==> src/design/leaky_integrate_fire_spike_encoder_defines.svh <==
// Assertion macros shared by the spike encoder RTL.
`ifndef LEAKY_INTEGRATE_FIRE_SPIKE_ENCODER_DEFINES_SVH
`define LEAKY_INTEGRATE_FIRE_SPIKE_ENCODER_DEFINES_SVH

`ifndef ASSERT_OFF
`define LIF_ASSERT_IMPLY(label, ante, cons, msg) \
    label: assert property (@(posedge clk) disable iff (!rst_n) (ante) |-> (cons)) \
        else $error(msg);
`define LIF_ASSERT_NEVER(label, cond, msg) \
    label: assert property (@(posedge clk) disable iff (!rst_n) !(cond)) \
        else $error(msg);
`else
`define LIF_ASSERT_IMPLY(label, ante, cons, msg)
`define LIF_ASSERT_NEVER(label, cond, msg)
`endif

`endif

==> src/design/lif_pkg.sv <==
`default_nettype none

package lif_pkg;

    localparam int NUM_CHANNELS = 64;
    localparam int CH_W         = 6;
    localparam int IDX_W        = $clog2(NUM_CHANNELS);
    localparam int TIME_W       = 48;
    localparam int SMP_W        = 16;
    localparam int RND_W        = 32;
    localparam int THR_W        = 48;
    localparam int ACC_W        = 48;
    localparam int LEAK_W       = 17;
    localparam int WGT_W        = 16;
    localparam int TICKS_W      = 24;
    localparam int WSMP_W       = SMP_W + WGT_W;
    localparam int CFG_IDX_W    = 2;
    localparam int CFG_DATA_W   = 24;
    localparam int QUEUE_DEPTH  = 4;
    localparam int LEAK_FRAC    = 16;

    localparam logic [LEAK_W-1:0] LEAK_ONE = LEAK_W'(1 << LEAK_FRAC);
    localparam logic [WGT_W-1:0]  WEIGHT_RESET = WGT_W'(1);

    typedef enum logic
    {
        CMD_SAMPLE = 1'b0,
        CMD_LOAD   = 1'b1
    } cmd_t;

    typedef enum logic [CFG_IDX_W-1:0]
    {
        REG_LEAK_FACTOR      = 2'd0,
        REG_SAMPLE_WEIGHT    = 2'd1,
        REG_REFRACTORY_TICKS = 2'd2
    } reg_index_t;

    typedef struct packed
    {
        logic [LEAK_W-1:0]  leak_factor;
        logic [WGT_W-1:0]   sample_weight;
        logic [TICKS_W-1:0] refractory_ticks;
    } cfg_t;

    typedef struct packed
    {
        cmd_t                      command;
        logic [CH_W-1:0]           channel;
        logic [TIME_W-1:0]         sample_time;
        logic signed [SMP_W-1:0]   sample;
        logic signed [WSMP_W-1:0]  weighted;
        logic [RND_W-1:0]          random_draw;
        logic signed [THR_W-1:0]   threshold_word;
    } item_t;

endpackage

`default_nettype wire

==> src/design/lif_if.sv <==
`default_nettype none

interface lif_in_if;
    import lif_pkg::*;

    logic                    valid;
    logic                    ready;
    logic                    command;
    logic [CH_W-1:0]         channel;
    logic [TIME_W-1:0]       sample_time;
    logic signed [SMP_W-1:0] sample;
    logic [RND_W-1:0]        random_draw;
    logic signed [THR_W-1:0] threshold_word;

    modport source
    (
        output valid, command, channel, sample_time, sample, random_draw, threshold_word,
        input  ready
    );

    modport sink
    (
        input  valid, command, channel, sample_time, sample, random_draw, threshold_word,
        output ready
    );
endinterface


`default_nettype wire

==> src/design/lif_front.sv <==
`default_nettype none

module lif_front
(
    input  lif_pkg::cfg_t  cfg,
    lif_in_if.sink         items,
    input  logic           q_full,
    output logic           q_push,
    output lif_pkg::item_t q_item
);
    import lif_pkg::*;

    localparam logic [CH_W:0] CH_LIMIT = (CH_W + 1)'(NUM_CHANNELS);

    logic                      in_range;
    logic signed [WSMP_W:0]    wprod;

    assign items.ready = !q_full;
    assign in_range    = {1'b0, items.channel} < CH_LIMIT;

    // drop requests for channels that do not exist
    assign q_push = items.valid && items.ready && in_range;

    assign wprod = (WSMP_W + 1)'(items.sample) *
                   (WSMP_W + 1)'($signed({1'b0, cfg.sample_weight}));

    always_comb
    begin
        q_item.command        = cmd_t'(items.command);
        q_item.channel        = items.channel;
        q_item.sample_time    = items.sample_time;
        q_item.sample         = items.sample;
        q_item.weighted       = wprod[WSMP_W-1:0];
        q_item.random_draw    = items.random_draw;
        q_item.threshold_word = items.threshold_word;
    end
endmodule

`default_nettype wire

==> src/flat_wrapper.sv <==
// flat-port wrapper written by rule: the top's interface ports become plain ports
module lif_front_flat import lif_pkg::*;
  (cfg, q_full, q_push, q_item, items_valid, items_command, items_channel, items_sample_time, items_sample, items_random_draw, items_threshold_word, items_ready);
  lif_in_if items_i ();
  input  lif_pkg::cfg_t cfg;
  input  logic q_full;
  output logic q_push;
  output lif_pkg::item_t q_item;
  input wire logic [$bits(items_i.valid)-1:0] items_valid;
  input wire logic [$bits(items_i.command)-1:0] items_command;
  input wire logic [$bits(items_i.channel)-1:0] items_channel;
  input wire logic [$bits(items_i.sample_time)-1:0] items_sample_time;
  input wire logic [$bits(items_i.sample)-1:0] items_sample;
  input wire logic [$bits(items_i.random_draw)-1:0] items_random_draw;
  input wire logic [$bits(items_i.threshold_word)-1:0] items_threshold_word;
  output wire logic [$bits(items_i.ready)-1:0] items_ready;
  assign items_i.valid = items_valid;
  assign items_i.command = items_command;
  assign items_i.channel = items_channel;
  assign items_i.sample_time = items_sample_time;
  assign items_i.sample = items_sample;
  assign items_i.random_draw = items_random_draw;
  assign items_i.threshold_word = items_threshold_word;
  assign items_ready = items_i.ready;
  lif_front u_core (.cfg(cfg), .items(items_i), .q_full(q_full), .q_push(q_push), .q_item(q_item));
endmodule
==> config.mk <==
export PLATFORM = sky130hd
export DESIGN_NAME = lif_front_flat
export DESIGN_NICKNAME = d
export VERILOG_FILES = /design/src/design/leaky_integrate_fire_spike_encoder_defines.svh /design/src/design/lif_pkg.sv /design/src/design/lif_if.sv /design/src/design/lif_front.sv /design/src/flat_wrapper.sv
export SDC_FILE = /design/constraint.sdc
export NUM_CORES = 1
export LEC_CHECK = 0
export ABC_AREA = 1
export BUFFER_PORTS_ARGS = -buffer_cell sky130_fd_sc_hd__buf_4
export CAP_MARGIN = 0
export CORE_AREA = 2 2 152 154
export DETAILED_ROUTE_END_ITERATION = 6
export DIE_AREA = 0 0 154 156
export MAX_ROUTING_LAYER = met4
export PLACE_DENSITY = 0.8
export SLEW_MARGIN = 20
export SYNTH_ARGS = -nofsm -noshare
export SYNTH_HDL_FRONTEND = slang
export SYNTH_SLANG_ARGS = --single-unit
==> constraint.sdc <==
create_clock -name vclk -period 10.8
set_clock_uncertainty 0.1 [all_clocks]
set_input_delay 2.16 -clock vclk [all_inputs]
set_output_delay 2.16 -clock vclk [all_outputs]
set_load 0.02 [all_outputs]
==> flow_metrics.tcl <==
set metrics [dict create \
    tightest_slew_ns 0.625 \
    viasPerCell 4.90 \
    fin_crit_ns 9.60 \
    antenna_found_initial 0 \
    drive_gt1_frac 0.0975 \
    area_delta_synth_final_pct -3.32 \
    ctsHoldBuffers 0 \
    grt-ovfl-total 0 \
    track_usage 0.222 \
    crit_top_cell "fa_1" \
    vias 8387 \
    finalWirelength_um 24700 \
    synth_cell_types 30 \
    worstPathMaxFanout 17 \
    n_sequential_cell 0 \
    outcome "finished clean" \
    synth-seq-area-share 0 \
    grt_max_degree 18 \
    hp-class "primary input to output pin" \
    antenna_cells 0 \
    worstPathArrival_ns 7.34 \
    clkbuf_count 0 \
    layout.nets 1949 \
    pre_cts_ws_ns 1.17 \
    fmax_mhz 104 \
    crit_chain "buf_4 > inv_1 > or2_2 > fa_1 > fa_1 > inv_1 > fa_1 > fa_1 > fa_1 > inv_1 > fa_1 > inv_1 > ha_1 > nand2_2 > nor2_4 > and3_1 > a21oi_1 > xnor2_1 > buf_4" \
    drcViolationCount 0 \
    maxCapViolations 0 \
    rsz0062_at_grt "no" \
    coreArea_um2 22400 \
    end_kind "output pin" \
    wl_per_cell_um 14.5 \
    port_buffers 84 \
    place_hpwl_um 20600 \
    synth_top_area_frac 0.354 \
    cts_resized 0 \
    crit_type "primary input to output pin" \
    critPathRequiredTime_ns 8.54 \
    worst-path-buf-inv 6 \
    syn_inst 1551 \
    syn_nets 2072 \
    grt_pass1_wl_um 42700 \
    yosys.area.top_type "fa_1" \
    die-area_um2 24000 \
    multi_input_comb_area_um2 7930 \
    critPathLaunchType "primary input" \
    io_pins 395 \
    die_y_um 156 \
    ys_top_cells_by_count "443 x inv_1, 427 x nand2_1, 194 x fa_1" \
    synth_area_per_cell_um2 7.06 \
    ff_latch_area_um2 0 \
    yosysMostFrequentCell "inv_1" \
    dieWidth_um 154 \
    syn_area_um2 11000 \
    postCtsSetupBuffers 0 \
    n_fill_cell 2180 \
    antenna_left 0 \
    grt_pass1_vias 9113 \
    slew_violations 0 \
    cp_top_family "adder cells" \
    hold_violations 0 \
    row_count 55 \
    drt_pass1_iterations 4 \
    drt_iter0_drc 469 \
    slew_headroom 0.583 \
    setup_viol 0 \
    synthTopCellsByArea "fa_1 35%, inv_1 15%, nand2_1 15%, ha_1 13%, buf_4 10%" \
    ys_warn_count 0 \
    start_util 0.490 \
    layout_setup_ws_ns 1.20 \
    routabilityCongestion 0.905 \
    setup-tns-final_ns 0 \
    max_stage_delay_ns 0.54 \
    period_share 0.889 \
    crit_slowest_cell "fa_1" \
]
stage by stage:
step / hold WS [ns] / cells / utilization / area, µm²
2_1_floorplan: 4.30 / 1551 / - / 11000
3_3_place_gp: 4.22 / 1711 / 0.474 / 10600
3_5_place_dp: 4.22 / 1711 / 0.474 / 10600
4_1_cts: 4.22 / 1711 / 0.474 / 10600
5_1_grt: 4.22 / 1711 / 0.474 / 10600
6_report: 4.22 / 1711 / 0.474 / 10600
worst paths after layout:
| path | depth (start not counted) | start | end | slack, ns |
|---|---|---|---|---|
| max | 19 | items_sample[15] | q_item[97] | 1.20 |
| min | 0 | items_sample_time[0] | q_item[128] | 4.22 |
metal layers:
metal  global-route usage  vias up  part of all wire
met5                    -        -                 0
met4               0.0534        0             0.023
met3               0.0333       60             0.069
met2                0.384      300              0.49
met1                0.275     4077              0.42
li1                     -     3950                 -
cells in the final DEF (no fill, tap or decap), types with 8 or more instances in the layout:
cell type and n:
buf_4 84, nor2_2 8, nand2_1 427, fa_1 194, ha_1 117, inv_1 443, nand3_1 25, xor2_1 12
a21oi_1 17, nor2_4 8, nor2_1 36, nand2_2 19
cell type report:
type,count,share of cell area
inverters,447,0.158
multi-input cells,895,0.748
well taps,285,0.0337
repair buffers,84,0.0595
cells by family (layout without fill, tap and decap cells):
group	Yosys count	in the layout	synth area share
AO/OA/AOI/OAI	22	22	0.0111
XOR/XNOR	14	14	0.0112
adder cells (fa/ha/maj)	311	311	0.488
buffers and inverters	656	531	0.276
AND/OR/NAND/NOR	548	548	0.213
Power is not shown: default switching activity piles up to over one toggle a cycle in this logic, so the estimate is an artifact.
