**config.mk**
```make
export PLATFORM = sky130hd
export DESIGN_NAME = lif_queue
export DESIGN_NICKNAME = d
export VERILOG_FILES = /design/src/design/lif_pkg.sv /design/src/design/lif_queue.sv
export VERILOG_INCLUDE_DIRS = /design/src /design/src/design
export SDC_FILE = /design/constraint.sdc
export NUM_CORES = 1
export LEC_CHECK = 0
export BUFFER_PORTS_ARGS = -buffer_cell sky130_fd_sc_hd__buf_2
export CAP_MARGIN = 20
export CORE_MARGIN = 2
export CORE_UTILIZATION = 57
export DETAILED_ROUTE_END_ITERATION = 7
export PLACE_DENSITY_LB_ADDON = 0.3
export SYNTH_ARGS = -nofsm -noshare
export SYNTH_HDL_FRONTEND = slang
export SYNTH_SLANG_ARGS = --single-unit
```
**constraint.sdc**
```tcl
create_clock -name clk -period 6.2 [get_ports clk]
set_clock_uncertainty 0.1 [all_clocks]
set_input_delay 0.62 -clock clk [delete_from_list [all_inputs] [get_ports clk]]
set_output_delay 0.62 -clock clk [all_outputs]
set_load 0.03 [all_outputs]
```
**src/design/leaky_integrate_fire_spike_encoder_defines.svh**
```systemverilog
// Assertion macros shared by the spike encoder RTL.
`ifndef LEAKY_INTEGRATE_FIRE_SPIKE_ENCODER_DEFINES_SVH
`define LEAKY_INTEGRATE_FIRE_SPIKE_ENCODER_DEFINES_SVH

`ifndef ASSERT_OFF
`define LIF_ASSERT_IMPLY(label, ante, cons, msg) \
    label: assert property (@(posedge clk) disable iff (!rst_n) (ante) |-> (cons)) \
        else $error(msg);
`define LIF_ASSERT_NEVER(label, cond, msg) \
    label: assert property (@(posedge clk) disable iff (!rst_n) !(cond)) \
        else $error(msg);
`else
`define LIF_ASSERT_IMPLY(label, ante, cons, msg)
`define LIF_ASSERT_NEVER(label, cond, msg)
`endif

`endif

```
**src/design/lif_pkg.sv**
```systemverilog
`default_nettype none

package lif_pkg;

    localparam int NUM_CHANNELS = 64;
    localparam int CH_W         = 6;
    localparam int IDX_W        = $clog2(NUM_CHANNELS);
    localparam int TIME_W       = 48;
    localparam int SMP_W        = 16;
    localparam int RND_W        = 32;
    localparam int THR_W        = 48;
    localparam int ACC_W        = 48;
    localparam int LEAK_W       = 17;
    localparam int WGT_W        = 16;
    localparam int TICKS_W      = 24;
    localparam int WSMP_W       = SMP_W + WGT_W;
    localparam int CFG_IDX_W    = 2;
    localparam int CFG_DATA_W   = 24;
    localparam int QUEUE_DEPTH  = 4;
    localparam int LEAK_FRAC    = 16;

    localparam logic [LEAK_W-1:0] LEAK_ONE = LEAK_W'(1 << LEAK_FRAC);
    localparam logic [WGT_W-1:0]  WEIGHT_RESET = WGT_W'(1);

    typedef enum logic
    {
        CMD_SAMPLE = 1'b0,
        CMD_LOAD   = 1'b1
    } cmd_t;

    typedef enum logic [CFG_IDX_W-1:0]
    {
        REG_LEAK_FACTOR      = 2'd0,
        REG_SAMPLE_WEIGHT    = 2'd1,
        REG_REFRACTORY_TICKS = 2'd2
    } reg_index_t;

    typedef struct packed
    {
        logic [LEAK_W-1:0]  leak_factor;
        logic [WGT_W-1:0]   sample_weight;
        logic [TICKS_W-1:0] refractory_ticks;
    } cfg_t;

    typedef struct packed
    {
        cmd_t                      command;
        logic [CH_W-1:0]           channel;
        logic [TIME_W-1:0]         sample_time;
        logic signed [SMP_W-1:0]   sample;
        logic signed [WSMP_W-1:0]  weighted;
        logic [RND_W-1:0]          random_draw;
        logic signed [THR_W-1:0]   threshold_word;
    } item_t;

endpackage

`default_nettype wire

```
**src/design/lif_queue.sv**
```systemverilog
`default_nettype none
`include "leaky_integrate_fire_spike_encoder_defines.svh"

module lif_queue
(
    input  logic           clk,
    input  logic           rst_n,
    input  logic           push,
    input  lif_pkg::item_t item_in,
    output logic           full,
    input  logic           pop,
    output logic           head_valid,
    output lif_pkg::item_t head
);
    import lif_pkg::*;

    localparam int QPTR_W = $clog2(QUEUE_DEPTH);
    localparam int QCNT_W = $clog2(QUEUE_DEPTH + 1);

    item_t               slot_reg [QUEUE_DEPTH];
    logic [QPTR_W-1:0]   wr_ptr_reg;
    logic [QPTR_W-1:0]   rd_ptr_reg;
    logic [QCNT_W-1:0]   count_reg;
    logic [QCNT_W-1:0]   count_next;

    assign full       = count_reg == QCNT_W'(QUEUE_DEPTH);
    assign head_valid = count_reg != '0;
    assign head       = slot_reg[rd_ptr_reg];

    always_comb
    begin
        case ({push, pop})
            2'b10:   count_next = count_reg + QCNT_W'(1);
            2'b01:   count_next = count_reg - QCNT_W'(1);
            default: count_next = count_reg;
        endcase
    end

    always_ff @(posedge clk or negedge rst_n)
    begin
        if (!rst_n)
        begin
            wr_ptr_reg <= '0;
            rd_ptr_reg <= '0;
            count_reg  <= '0;
        end
        else
        begin
            if (push)
            begin
                wr_ptr_reg <= wr_ptr_reg + QPTR_W'(1);
            end
            if (pop)
            begin
                rd_ptr_reg <= rd_ptr_reg + QPTR_W'(1);
            end
            count_reg <= count_next;
        end
    end

    always_ff @(posedge clk)
    begin
        if (push)
        begin
            slot_reg[wr_ptr_reg] <= item_in;
        end
    end

    `LIF_ASSERT_NEVER(a_queue_overflow, push && full, "request pushed into a full queue")
    `LIF_ASSERT_NEVER(a_queue_underflow, pop && !head_valid, "pop from an empty queue")
    `LIF_ASSERT_NEVER(a_queue_count_bound, count_reg > QCNT_W'(QUEUE_DEPTH), "queue count beyond depth")
endmodule

`default_nettype wire

```
==> flow_summary.toml <==
[setup_path]
critPathArrivalTime_ns = 3.00
crit_required_ns = 5.48
crit_fanout = 55
endpoint_kind = "output pin"
worstPathBufferInverterCount = 2
cp_cell_sequence = "buf_12 > mux4_2 > buf_2"
slowest_delay_ns = 1.07
start_kind = "flip-flop"
critical_path_class = "flip-flop to output pin"
cpMaxStageDelayCell = "dfrtp_4"
critical_path.top_delay_family = "flip-flops"

[floorplanning]
core-area_mm2 = 0.04646
start_util_pct = 57.72
design.die.area_mm2 = 0.04880
die_x_um = 220.9
io_pins = 372
die_height_um = 220.9
rows = 79

[global_routing]
grt_antenna_before_repair = 13
grt_pass1_vias = 12640
grt_max_degree = 102
grtUsageTotal_pct = 21.25
grt_first_pass_wirelength_um = 77350
overflow = 0

[power_and_ir_drop]
totalPowerFinal_mw = 16.23
max-vdd-ir-drop_uv = 386.0
p_per_area_mw_per_mm2 = 515.5
p_leak_nw = 10.71

[layout]
fillers = 2903
final_nets = 1603
final_layout_size_suffix_gt1_share_pct = 45.72
area_delta_synth_final_pct = 17.39
final_util_pct = 67.76
largest_register_ffs = 732
layoutNonFillerInstCount = 2076
fin_area_mm2 = 0.03148

[yosys]
synth_nets = 1185
syn-instance-count = 992
synth-edff-count = 732
yosys-top-cells-count = "732 x edfxtp_1, 183 x mux4_2, 19 x buf_2, 18 x buf_6, 7 x dfrtp_1"
ys_seq_elements = 739
synth_async_sr_flop_share_pct = 0.9472
synth_top_area_cell = "edfxtp_1"
ys_top_cells_by_area = "edfxtp_1 82%, mux4_2 15%, buf_6 0.76%"
syn_area_mm2 = 0.02682
yosys_warnings = 0
synthDistinctLibCells = 20
seq_area_frac_synth_pct = 82.62
synth.most_common_cell = "edfxtp_1"
postSynthAreaPerCell_um2 = 27.03
synth.top_cell.area_share_pct = 81.97
synth_ff_type = "edfxtp_1"

[drt]
drt-initial-drc-count = 1020
drcViolationCount = 0
ant_nets = 0
drtPass1Iterations = 6
wl_per_cell_um = 24.61
drt_wl_total_um = 51090
vias = 12020
viasPerCell = 5.789

[cts]
cts-resized-gates = 0
clkLatencyLatePin_ns = 0.57
cts_num_sinks = 739
cts-buffers-inserted = 71
post_cts_buffers = 0
clkTransAtPathRegs_ns = 0.06
clockRootBuffer = "clkbuf_16"
clockBufferDepth = 3
cts_tree = "built"
htree_levels = 3
ctsHoldBuffers = 1

[timing]
whs_ns = 0.1379
timing.final.crit_share_pct = 60.05
fin_setup_tns_ns = 0
slew_headroom_pct = 33.75
min_period_ns = 3.723
worstMarginPinSlew_ns = 0.9938
final-hold-violation-count = 0
setup_viol = 0
rsz0062_at_grt = "false"
fin_ws_ns = 2.477
fmax_mhz = 268.6
slew_violations = 0

[place]
dp_slack_ns = 2.982
io_buffer_count = 371
dp.cells = 1943
place_hpwl_um = 29730
placed_area_mm2 = 0.02933
gp_congestion = 0.7318

[hold_path]
hold_class = "input port to flip-flop"

[run_status]
outcome = "finished clean"

[run]
maxCapViolations = 0
metal layers:
layer  vias up  share of wire (%)  global-route usage (%)  wire length (µm)
li1       5157                  -                       -                 -
met1      6277                 39                   28.19             19840
met2       485                 51                   34.24             25880
met3        90                8.0                   6.228              4094
met4        10                2.4                   7.383              1209
met5         -               0.13                       0                65
cells by family (layout without fill, tap and decap cells):
logic type / count (synthesis) / in the layout / share of synthesized area [%]
other cells: 0 / 8 / 0
mux: 184 / 184 / 15.41
xor+xnor: 6 / 6 / 0.1960
buf+inv: 47 / 516 / 1.264
fa+ha+maj: 6 / 6 / 0.3080
compound gates: 1 / 1 / 0.01865
simple gates: 9 / 9 / 0.1820
flops: 739 / 739 / 82.62
cell type report:
type | count | area (µm²) | share of cell area, %
multi-input cells | 206 | 4330 | 13.76
flip-flops and latches | 739 | 22160 | 70.41
clock inverters | 29 | 215.2 | 0.6836
well taps | 607 | 759.5 | 2.413
clock buffers | 95 | 1909 | 6.065
diodes | 8 | 20.02 | 0.06359
inverters | 6 | 22.52 | 0.07154
repair buffers | 386 | 2059 | 6.542
power by group:
group	total (mW)	switching [mW]	internal (mW)	leakage, nW
combinational	5.38	3.47	1.91	2.86
clock	3.97	1.68	2.28	1.04
sequential	6.88	0.341	6.54	6.80
worst reg2reg max path, cell delays in order (launching register included):
cell and delay, ns:
dfrtp_1 0.42, inv_1 0.11, ha_1 0.15, and2_4 0.47
buf_4 0.86
path summary, 6_finish.rpt:
check	from	end	slack, ns	cells past startpoint
hold / removal	item_in[143]	slot_reg[0][143]	0.14	1
min in group asynchronous	rst_n	count_reg[2]	0.32	2
setup reg to reg	wr_ptr_reg[0]	slot_reg[0][133]	3.64	4
max in group asynchronous	rst_n	rd_ptr_reg[1]	5.48	2
setup / recovery	rd_ptr_reg[0]	head[76]	2.48	3
hold reg to reg	count_reg[2]	count_reg[2]	0.39	1
cells in the final DEF, fill, tap and decap left out, drive strengths merged:
master,Yosys,layout
and2,4,4
and3,1,1
buf,40,385
bufinv,0,3
clkbuf,1,95
clkinv,0,24
clkinvlp,0,2
dfrtp,7,7
diode,0,8
dlygate4sd3,0,1
edfxtp,732,732
fa,1,1
ha,5,5
inv,6,6
mux2i,1,1
mux4,183,183
nand2,2,2
nor2,1,1
o21ai,1,1
or3,1,1
xnor2,2,2
xor2,4,4
(Power assumes the default switching activity.)
